File: config.mk
export PLATFORM = sky130hd
export DESIGN_NAME = hilbert_3d_index_to_coords_core
export DESIGN_NICKNAME = d
export VERILOG_FILES = /design/src/hdl/hc3_pkg.sv /design/src/hdl/hc3_entry.sv /design/src/hdl/hc3_step.sv /design/src/hdl/hilbert_3d_index_to_coords_core.sv
export SDC_FILE = /design/constraint.sdc
export NUM_CORES = 1
export LEC_CHECK = 0
export BUFFER_PORTS_ARGS = -buffer_cell sky130_fd_sc_hd__buf_2
export CAP_MARGIN = 20
export CORE_ASPECT_RATIO = 0.7
export CORE_MARGIN = 2
export CORE_UTILIZATION = 47
export CTS_CLUSTER_SIZE = 28
export DETAILED_ROUTE_END_ITERATION = 6
export SLEW_MARGIN = 20
export SYNTH_ARGS = -nofsm -noshare
export SYNTH_HDL_FRONTEND = slang
export SYNTH_SLANG_ARGS = --single-unit
export TNS_END_PERCENT = 50
File: constraint.sdc
create_clock -name clk -period 3.4 [get_ports clk]
set_input_delay 0.17 -clock clk [delete_from_list [all_inputs] [get_ports clk]]
set_output_delay 0.17 -clock clk [all_outputs]
set_load 0.03 [all_outputs]
File: src/hdl/hc3_pkg.sv
// shared types, constants and base-path tables for the 3d hilbert index-to-coords core
`timescale 1ns / 1ps
package hc3_pkg;

  localparam int LEVEL_W           = 4;
  localparam int POS_W             = 24;
  localparam int COORD_W           = 8;
  localparam int MAX_LEVEL_DEFAULT = 8;

  localparam logic [LEVEL_W-1:0] LEVEL_RESET = 4'd1;

  // base path point for each octal digit, bit d holds the coordinate of point d
  localparam logic [7:0] BASE_X = 8'b0011_1100;
  localparam logic [7:0] BASE_Y = 8'b0110_0110;
  localparam logic [7:0] BASE_Z = 8'b1111_0000;

  // control word that travels with each item down the pipe
  typedef struct packed {
    logic               valid;
    logic               range_err;
    logic [LEVEL_W-1:0] level;
  } hc3_ctl_t;

endpackage

File: src/hdl/hc3_entry.sv
// first pipe stage: range check and base-path point of the lowest digit
`timescale 1ns / 1ps
module hc3_entry
  import hc3_pkg::*;
#(
  parameter int MaxLevel = MAX_LEVEL_DEFAULT
) (
  input  logic                    clk,
  input  logic                    rst,
  input  logic                    accept,
  input  logic [POS_W-1:0]        position,
  input  logic [LEVEL_W-1:0]      level,
  output hc3_ctl_t                ctl,
  output logic [3*MaxLevel-1:0]   pos,
  output logic [MaxLevel-1:0]     x,
  output logic [MaxLevel-1:0]     y,
  output logic [MaxLevel-1:0]     z
);

  localparam int PW = 3 * MaxLevel;
  localparam int CW = MaxLevel;

  logic                  range_err;
  logic [5:0]            limit;
  logic [PW+POS_W-1:0]   pos_wide;
  logic [2:0]            digit;

  // any set bit at or above 3*level puts the position out of range
  always_comb begin
    limit     = 6'(level) * 6'd3;
    range_err = 1'b0;
    for (int i = 0; i < POS_W; i++) begin
      if (position[i] && (6'(i) >= limit)) begin
        range_err = 1'b1;
      end
    end
  end

  assign pos_wide = {{PW{1'b0}}, position};
  assign digit    = position[2:0];

  always_ff @(posedge clk) begin
    if (rst) begin
      ctl <= '0;
    end else begin
      ctl.valid     <= accept;
      ctl.range_err <= range_err;
      ctl.level     <= level;
    end
  end

  always_ff @(posedge clk) begin
    pos <= pos_wide[PW-1:0];
    x   <= CW'(BASE_X[digit]);
    y   <= CW'(BASE_Y[digit]);
    z   <= CW'(BASE_Z[digit]);
  end

endmodule

File: src/hdl/hc3_step.sv
// one octant stage: places the inner point into the octant picked by digit k
`timescale 1ns / 1ps
module hc3_step
  import hc3_pkg::*;
#(
  parameter int MaxLevel = MAX_LEVEL_DEFAULT,
  parameter int K        = 1
) (
  input  logic                    clk,
  input  logic                    rst,
  input  hc3_ctl_t                ctl_in,
  input  logic [3*MaxLevel-1:0]   pos_in,
  input  logic [MaxLevel-1:0]     x_in,
  input  logic [MaxLevel-1:0]     y_in,
  input  logic [MaxLevel-1:0]     z_in,
  output hc3_ctl_t                ctl,
  output logic [3*MaxLevel-1:0]   pos,
  output logic [MaxLevel-1:0]     x,
  output logic [MaxLevel-1:0]     y,
  output logic [MaxLevel-1:0]     z
);

  localparam int CW = MaxLevel;
  localparam logic [CW-1:0] SIDE = CW'(1) << K;
  localparam logic [CW-1:0] MASK = SIDE - CW'(1);

  logic [2:0]    digit;
  logic          active;
  logic [CW-1:0] nx, ny, nz;
  logic [CW-1:0] x_next, y_next, z_next;

  assign digit  = pos_in[3*K +: 3];
  assign active = int'(ctl_in.level) > K;

  always_comb begin
    case (digit) inside
      3'd0: begin
        nx = y_in;        ny = z_in;        nz = x_in;
      end
      3'd1, 3'd2: begin
        nx = z_in;        ny = x_in;        nz = y_in;
      end
      3'd3, 3'd4: begin
        nx = MASK - x_in; ny = MASK - y_in; nz = z_in;
      end
      3'd5, 3'd6: begin
        nx = MASK - z_in; ny = x_in;        nz = MASK - y_in;
      end
      default: begin
        nx = y_in;        ny = MASK - z_in; nz = MASK - x_in;
      end
    endcase
    if (active) begin
      x_next = nx + (CW'(BASE_X[digit]) << K);
      y_next = ny + (CW'(BASE_Y[digit]) << K);
      z_next = nz + (CW'(BASE_Z[digit]) << K);
    end else begin
      x_next = x_in;
      y_next = y_in;
      z_next = z_in;
    end
  end

  always_ff @(posedge clk) begin
    if (rst) begin
      ctl <= '0;
    end else begin
      ctl <= ctl_in;
    end
  end

  always_ff @(posedge clk) begin
    pos <= pos_in;
    x   <= x_next;
    y   <= y_next;
    z   <= z_next;
  end

endmodule

File: src/hdl/hilbert_3d_index_to_coords_core.sv
// top level of the 3d hilbert curve position-to-coordinates pipeline
`timescale 1ns / 1ps
//
//  channel   signals                                   direction  transfer when
//  --------  ----------------------------------------  ---------  -------------------
//  command   start, busy, curve_position               in         start && !busy
//  result    done, coord_x, coord_y, coord_z,          out        done (one cycle)
//            range_error
//  config    cfg_we, cfg_data (curve_level)            in         cfg_we
//
//  the pipe has one entry stage (range check, base point)
//  followed by MaxLevel-1 octant stages, one per higher octal digit
//  a new position can enter every cycle; busy is only high during reset
//  rst is synchronous and clears all stage valid bits and sets curve_level to 1
//  the receiver cannot stall, so results leave the last stage as they arrive
//
module hilbert_3d_index_to_coords_core
  import hc3_pkg::*;
#(
  parameter int MaxLevel = MAX_LEVEL_DEFAULT
) (
  input  logic                clk,
  input  logic                rst,
  input  logic                start,
  output logic                busy,
  input  logic [POS_W-1:0]    curve_position,
  input  logic                cfg_we,
  input  logic [LEVEL_W-1:0]  cfg_data,
  output logic                done,
  output logic [COORD_W-1:0]  coord_x,
  output logic [COORD_W-1:0]  coord_y,
  output logic [COORD_W-1:0]  coord_z,
  output logic                range_error
);

  localparam int PW   = 3 * MaxLevel;
  localparam int CW   = MaxLevel;
  localparam int LAST = MaxLevel - 1;

  // configuration register, raw value as written
  logic [LEVEL_W-1:0] curve_level;
  // effective level after clamping zero to one and large values to MaxLevel
  logic [LEVEL_W-1:0] level_eff;

  // per-stage pipeline registers, stage 0 is the entry stage
  hc3_ctl_t        ctl_s [MaxLevel];
  logic [PW-1:0]   pos_s [MaxLevel];
  logic [CW-1:0]   x_s   [MaxLevel];
  logic [CW-1:0]   y_s   [MaxLevel];
  logic [CW-1:0]   z_s   [MaxLevel];

  // coordinates widened so they can be cut to 8 bits at any MaxLevel
  logic [CW+COORD_W-1:0] x_wide, y_wide, z_wide;

  always_ff @(posedge clk) begin
    if (rst) begin
      curve_level <= LEVEL_RESET;
    end else if (cfg_we) begin
      curve_level <= cfg_data;
    end
  end

  always_comb begin
    level_eff = curve_level;
    if (curve_level == '0) begin
      level_eff = LEVEL_W'(1);
    end else if (int'(curve_level) > MaxLevel) begin
      level_eff = LEVEL_W'(MaxLevel);
    end
  end

  // the pipe never stalls, so it only refuses commands while in reset
  assign busy = rst;

  hc3_entry #(
    .MaxLevel (MaxLevel)
  ) u_entry (
    .clk      (clk),
    .rst      (rst),
    .accept   (start && !busy),
    .position (curve_position),
    .level    (level_eff),
    .ctl      (ctl_s[0]),
    .pos      (pos_s[0]),
    .x        (x_s[0]),
    .y        (y_s[0]),
    .z        (z_s[0])
  );

  // one octant stage per higher digit; stages beyond the level pass through
  for (genvar k = 1; k < MaxLevel; k++) begin : g_step
    hc3_step #(
      .MaxLevel (MaxLevel),
      .K        (k)
    ) u_step (
      .clk    (clk),
      .rst    (rst),
      .ctl_in (ctl_s[k-1]),
      .pos_in (pos_s[k-1]),
      .x_in   (x_s[k-1]),
      .y_in   (y_s[k-1]),
      .z_in   (z_s[k-1]),
      .ctl    (ctl_s[k]),
      .pos    (pos_s[k]),
      .x      (x_s[k]),
      .y      (y_s[k]),
      .z      (z_s[k])
    );
  end

  // out-of-range positions report zero coordinates
  assign x_wide = ctl_s[LAST].range_err ? '0 : {{COORD_W{1'b0}}, x_s[LAST]};
  assign y_wide = ctl_s[LAST].range_err ? '0 : {{COORD_W{1'b0}}, y_s[LAST]};
  assign z_wide = ctl_s[LAST].range_err ? '0 : {{COORD_W{1'b0}}, z_s[LAST]};

  assign done        = ctl_s[LAST].valid;
  assign range_error = ctl_s[LAST].range_err;
  assign coord_x     = x_wide[COORD_W-1:0];
  assign coord_y     = y_wide[COORD_W-1:0];
  assign coord_z     = z_wide[COORD_W-1:0];

  // every accepted command yields its result once it has passed the entry stage and all octant stages
  a_latency : assert property (@(posedge clk) disable iff (rst)
    (start && !busy) |-> ##(MaxLevel) done)
    else $error("result strobe missing at fixed latency");

  // out-of-range result carries zero coordinates
  a_range_zero : assert property (@(posedge clk) disable iff (rst)
    (done && range_error) |-> (coord_x == '0 && coord_y == '0 && coord_z == '0))
    else $error("out-of-range result with nonzero coordinates");

  // an in-range point stays inside the cube of side 2^level
  a_in_cube : assert property (@(posedge clk) disable iff (rst)
    (done && !range_error) |->
      (((16'(coord_x) >> level_eff) == 16'd0) &&
       ((16'(coord_y) >> level_eff) == 16'd0) &&
       ((16'(coord_z) >> level_eff) == 16'd0)))
    else $error("coordinate outside the cube");

endmodule
==> flow_metrics.py, run 1 <==
metrics = {
    "routing": {
        "drt_wl_total_mm": 22.15,
        "drt-initial-drc-count": 591,
        "ant_nets": 0,
        "wire_per_inst_um": 14.64,
        "first_pass_iters": 5,
        "drc_errors": 0,
        "vias": 8176,
        "vias_per_cell": 5.404,
    },
    "critical_path": {
        "path_cells": "inv_1 > o21ai_0 > inv_1 > ha_1 > fa_1 > and3b_1 > o32ai_1 > a21boi_0 > a2111oi_2 > a41oi_1",
        "cp-start-kind": "flop",
        "crit_type": "reg -> reg",
        "cp.required_ns": 3.76,
        "crit_path_frequent_cell": "inv_1",
        "cp-end-kind": "flop",
        "max_stage_delay_ns": 0.53,
        "critPathArrivalTime_ns": 3.57,
        "slowest_stage": "o32ai_1",
        "crit_fanout": 12,
    },
    "die": {
        "die_y_um": 128.9,
        "coreArea_um2": 21790,
        "start_util_pct": 48.05,
        "rows": 45,
        "io-pin-count": 59,
        "die_w_um": 182.4,
        "die-area_um2": 23510,
    },
    "grt": {
        "grt_use_total_pct": 18.61,
        "antenna_found_initial": 0,
        "grt_max_degree": 47,
        "grt_pass1_wl_mm": 36.74,
        "grt_pass1_vias": 7348,
        "grt_overflow": 0,
    },
    "synthesis": {
        "synthArstFlopShare_pct": 0,
        "syn_nets": 1194,
        "yosysMostFrequentCell": "dfxtp_1",
        "yosysWarningCount": 0,
        "synth_top_area_share_pct": 47.99,
        "ys_ff_latch": 251,
        "synthFlopType": "dfxtp_1",
        "synth-edff-count": 0,
        "synth_top_cell_by_area": "dfxtp_1",
        "ys_types": 57,
        "postSynthCellCount": 1156,
        "netlist_top_cells_area": "dfxtp_1 48%, nor2b_1 5.2%, o21ai_0 4.4%",
        "ys_seq_area_share_pct": 47.99,
        "ys_top_cells_by_count": "251 x dfxtp_1, 112 x nand2_1, 93 x o21ai_0",
        "syn_avg_cell_area_um2": 9.057,
        "synthesis.area_um2": 10470,
    },
    "clock_tree": {
        "cts_tree": "done",
        "post_cts_buffers": 0,
        "clk_pin_slew_ns": 0.06,
        "numCtsBuffers": 24,
        "cts.sinks": 251,
        "clk_latency_ns": 0.52,
        "h-tree-depth": 1,
        "cts_resized": 0,
        "cts_buffer_depth": 3,
        "clock-root-buffer": "clkbuf_16",
    },
    "sta": {
        "setup_viol": 0,
        "finalCritPeriodShare_pct": 94.38,
        "final_max_slew_viol_count": 0,
        "max_freq_ghz": 0.3116,
        "hold_viol_final": 0,
        "relSlewSlack_pct": 37.64,
        "skew_ns": 0.007471,
        "tightest_slew_ns": 0.9282,
        "period_needed_ns": 3.209,
        "setup-tns-final_ns": 0,
        "rsz0062_at_grt": "false",
        "timing.final.ws_setup_ns": 0.1909,
    },
    "run": {
        "drv_cap": 0,
    },
    "pwr": {
        "power.leakage_nw": 4.752,
        "ir_worst_vdd_mv": 0.3687,
        "powerDensity_nw_per_um2": 553.8,
        "power_mw": 6.674,
    },
    "finish": {
        "final_util_pct": 55.31,
        "drive_gt1_share_pct": 12.10,
        "area_growth_pct": 15.12,
        "layout.nets": 1255,
        "layout.cells.non_filler": 1513,
        "antenna_cells": 0,
    },
    "outcome": {
        "outcome": "completed",
    },
    "place": {
        "post-dp-hpwl_mm": 15.08,
        "dp.cells": 1439,
        "io_buffers": 58,
        "gp_congestion": 0.8505,
        "pre_cts_slack_ns": 0.3043,
    },
    "hold_path": {
        "hold_path.class": "in -> reg",
    },
}
-- timing repair --
| action | 4_1_cts | 5_1_grt |
|---|---|---|
| hold buffers | 34 | 0 |
| hold endpoints to repair | 31 | 0 |
| endpoints found under the setup margin | 0 | 0 |
-- layout by cell type, fill, tap and decap left out, types with 34 or more instances in the layout --
cell type	instances
a21oi_1	74
o21ai_0	93
o22ai_1	34
dfxtp_1	249
nand2_1	112
xor2_1	46
nor2b_1	87
buf_2	58
dlygate4sd3_1	34
nor2_1	75
-- report_power, final --
group	leakage (nW)	internal, mW	switching [mW]
sequential	2.08	3.12	0.198
combinational	2.29	0.357	0.397
clock	0.382	1.50	1.10
-- layout make-up --
cell class | instances | area, um2
flip-flops and latches | 251 | 5027
clock buffers | 29 | 639.4
fillers | 1939 | 9737
clock inverters | 11 | 140.1
multi-input cells | 799 | 5007
inverters | 30 | 112.6
repair buffers | 111 | 773.2
well taps | 282 | 352.8
-- worst max-delay path, delay by kind of cell, from the launching register on --
family / cells / cell delay, ns
simple gates: 1 / 0.24
compound gates: 5 / 1.44
fa+ha+maj: 2 / 0.69
flops: 1 / 0.36
buf+inv: 2 / 0.30
-- metal layers --
metal / global-route usage, % / part of all wire (%)
met3: 2.887 / 5.0
met2: 26.83 / 40
met1: 28.78 / 53
met4: 4.791 / 2.0
met5: 0 / 0
-- flip-flops by register name, summed over array words and instances, names as in the netlist, named ones only --
signal / count
u_entry.y: 1
g_step.u_step.pos: 63
u_entry.x: 1
u_entry.pos: 22
g_step.u_step.z: 35
u_entry.ctl: 6
g_step.u_step.ctl: 35
g_step.u_step.x: 35
curve_level: 4
g_step.u_step.y: 35
-- cell families after synthesis --
group | after synthesis | share of synthesized area, %
flip-flops | 251 | 47.99
AO/OA/AOI/OAI | 331 | 20.65
buffers and inverters | 106 | 4.278
AND/OR/NAND/NOR | 358 | 16.89
adder cells (fa/ha/maj) | 6 | 0.7887
XOR/XNOR | 76 | 6.358
multiplexers | 28 | 3.047
-- worst paths after layout --
check / start / end / slack, ns / cells past startpoint
setup reg to reg: curve_level[3] / u_entry.ctl[4] / 0.19 / 10
hold / removal: rst / g_step[7].u_step.ctl[5] / 0.22 / 2
setup / recovery: curve_level[3] / u_entry.ctl[4] / 0.19 / 10
hold reg to reg: u_entry.pos[13] / g_step[1].u_step.pos[13] / 0.32 / 0
-- metrics by stage --
stage,hold slack [ns],cell area (um2)
after detailed placement,0.2978,10930
after floorplan,0.1977,10470
after CTS,0.2199,12050
after global placement,0.3055,10930
after global routing,0.2614,12050
final,0.2176,12050
(Power assumes the default switching activity.)
==> run 2: changes to the inputs <==
--- a/config.mk
+++ b/config.mk
@@ -12,6 +12,7 @@
 export CORE_UTILIZATION = 47
 export CTS_CLUSTER_SIZE = 28
 export DETAILED_ROUTE_END_ITERATION = 6
+export PLACE_DENSITY = 0.67
 export SLEW_MARGIN = 20
 export SYNTH_ARGS = -nofsm -noshare
 export SYNTH_HDL_FRONTEND = slang
==> run 2 against run 1 <==
Power grew 0.39%. Die area is the same. Global-route usage shrank 0.14 points. Largest cell class unchanged.
==> flow_metrics.py, run 2 (same netlist as run 1, synthesis figures left out) <==
metrics = {
    "die": {
        "die_y_um": 128.9,
        "die-area_um2": 23510,
        "coreArea_um2": 21790,
        "die_w_um": 182.4,
        "rows": 45,
        "io-pin-count": 59,
        "start_util_pct": 48.05,
    },
    "pwr": {
        "ir_worst_vdd_mv": 0.3839,
        "switching_share_pct": 25.56,
        "p_clk_share_pct": 39.3,
        "switchingPower_mw": 1.713,
        "powerDensity_nw_per_um2": 556.5,
        "p_int_mw": 4.988,
        "power_frac_seq_pct": 49.6,
        "power.leakage_nw": 4.747,
        "p_comb_share_pct": 11.1,
    },
    "finish": {
        "layout.nets": 1250,
        "layout.cells.non_filler": 1511,
        "antenna_cells": 0,
        "final_util_pct": 55.26,
        "regMostFlops": "g_step.u_step.pos",
        "largest_reg_flops": 63,
        "area_growth_pct": 15.01,
        "mostFrequentLayoutCell": "dfxtp_1",
        "final_cell_mix": "249 x dfxtp_1, 112 x nand2_1, 92 x o21ai_0",
        "drive_gt1_share_pct": 12.12,
        "finalInstanceArea_um2": 12040,
    },
    "routing": {
        "drt_wl_total_mm": 21.82,
        "first_pass_iters": 5,
        "drt-initial-drc-count": 765,
        "vias_per_cell": 5.500,
        "wire_per_inst_um": 14.44,
        "vias": 8311,
        "ant_nets": 0,
        "drc_errors": 0,
    },
    "run": {
        "drv_cap": 0,
    },
    "critical_path": {
        "reg2reg_slack_ns": 0.28,
        "crit_fanout": 12,
        "cp.required_ns": 3.75,
        "critPathArrivalTime_ns": 3.47,
        "crit_path_frequent_cell": "inv_1",
        "cp-start-kind": "flop",
        "crit_family": "compound AO/OA/AOI/OAI gates",
        "cp-end-kind": "flop",
        "path_cells": "inv_1 > nand2_1 > inv_1 > ha_1 > fa_1 > and3b_1 > o32ai_1 > a21boi_0 > a2111oi_2 > a41oi_1",
        "crit_type": "reg -> reg",
        "path_buf_inv": 2,
        "max_stage_delay_ns": 0.46,
        "slowest_stage": "fa_1",
    },
    "sta": {
        "timing.final.ws_setup_ns": 0.2837,
        "finalCritPeriodShare_pct": 91.66,
        "setup_viol": 0,
        "rsz0062_at_grt": "false",
        "period_needed_ns": 3.116,
        "hold_viol_final": 0,
        "relSlewSlack_pct": 37.14,
        "tightest_slew_ns": 0.9416,
        "final_max_slew_viol_count": 0,
        "max_freq_ghz": 0.3209,
        "skew_ns": 0.008689,
        "setup-tns-final_ns": 0,
    },
    "outcome": {
        "outcome": "completed",
    },
    "clock_tree": {
        "clk_pin_slew_ns": 0.07,
        "h-tree-depth": 1,
        "cts_tree": "done",
        "numCtsBuffers": 23,
        "clock-root-buffer": "clkbuf_16",
        "cts_buffer_depth": 3,
        "clk_latency_ns": 0.51,
        "cts.sinks": 251,
    },
    "grt": {
        "grt_pass1_vias": 7400,
        "grt_overflow": 0,
        "antenna_found_initial": 0,
        "grt_max_degree": 47,
        "grt_use_total_pct": 18.47,
        "grt_pass1_wl_mm": 36.63,
    },
    "place": {
        "gp_congestion": 0.8879,
        "dp.cells": 1435,
        "place_area_um2": 10900,
        "post-dp-hpwl_mm": 14.93,
        "pre_cts_slack_ns": 0.3232,
        "io_buffers": 58,
    },
    "hold_path": {
        "hold_path.class": "in -> reg",
    },
}
## run 2: final timing paths
| path | startpoint | cells after the start | endpoint |
|---|---|---|---|
| worst max-delay path | curve_level[3] | 10 | u_entry.ctl[4] |
| worst min-delay path | rst | 2 | curve_level[2] |
| worst max register to register | curve_level[3] | 10 | u_entry.ctl[4] |
| worst min register to register | g_step[3].u_step.pos[20] | 0 | g_step[4].u_step.pos[20] |
## run 2: what timing repair did
| item | in CTS | in global routing |
|---|---|---|
| gates resized for setup | 0 | 1 |
| endpoints found under the setup margin | 0 | 1 |
| endpoints found under the hold margin | 31 | 0 |
| setup buffers | 0 | 0 |
| hold buffers | 34 | 0 |
## run 2: power by group through the flow
stage	logic, mW	clock network [mW]	registers (mW)
finish	0.744	2.63	3.32
global route	0.832	2.83	3.35
CTS	0.735	2.70	3.32
detailed placement	0.700	0	3.39
global placement	0.687	0	3.38
floorplan	0.601	0	3.29
## run 2: area by class of cell
cell class / instances / area (um2)
inverter: 30 / 112.6
multi-input combinational: 799 / 5007
clock buffer: 28 / 634.4
clock inverter: 14 / 163.9
timing repair buffer: 107 / 743.2
tap: 282 / 352.8
sequential: 251 / 5027
fill: 1943 / 9748
## run 2: per-stage QoR
stage / power [mW] / hold slack [ns]
6_report: 6.701 / 0.2257
5_1_grt: 7.015 / 0.2810
4_1_cts: 6.761 / 0.2269
3_5_place_dp: 4.086 / 0.2969
3_3_place_gp: 4.070 / 0.2998
2_1_floorplan: 3.891 / 0.1977
## run 2: worst reg2reg max path, delay by kind of cell, from the launching register on
family	cells	cell delay, ns
AO/OA/AOI/OAI	4	1.18
adder cells (fa/ha/maj)	2	0.69
buffers and inverters	2	0.34
flip-flops	1	0.37
AND/OR/NAND/NOR	2	0.38
## run 2: routing by layer
metal | share of wire (%) | track usage, %
met1 | 51 | 28.50
met4 | 1.4 | 4.032
met5 | 0 | 0
met2 | 40 | 26.90
met3 | 7.6 | 3.085
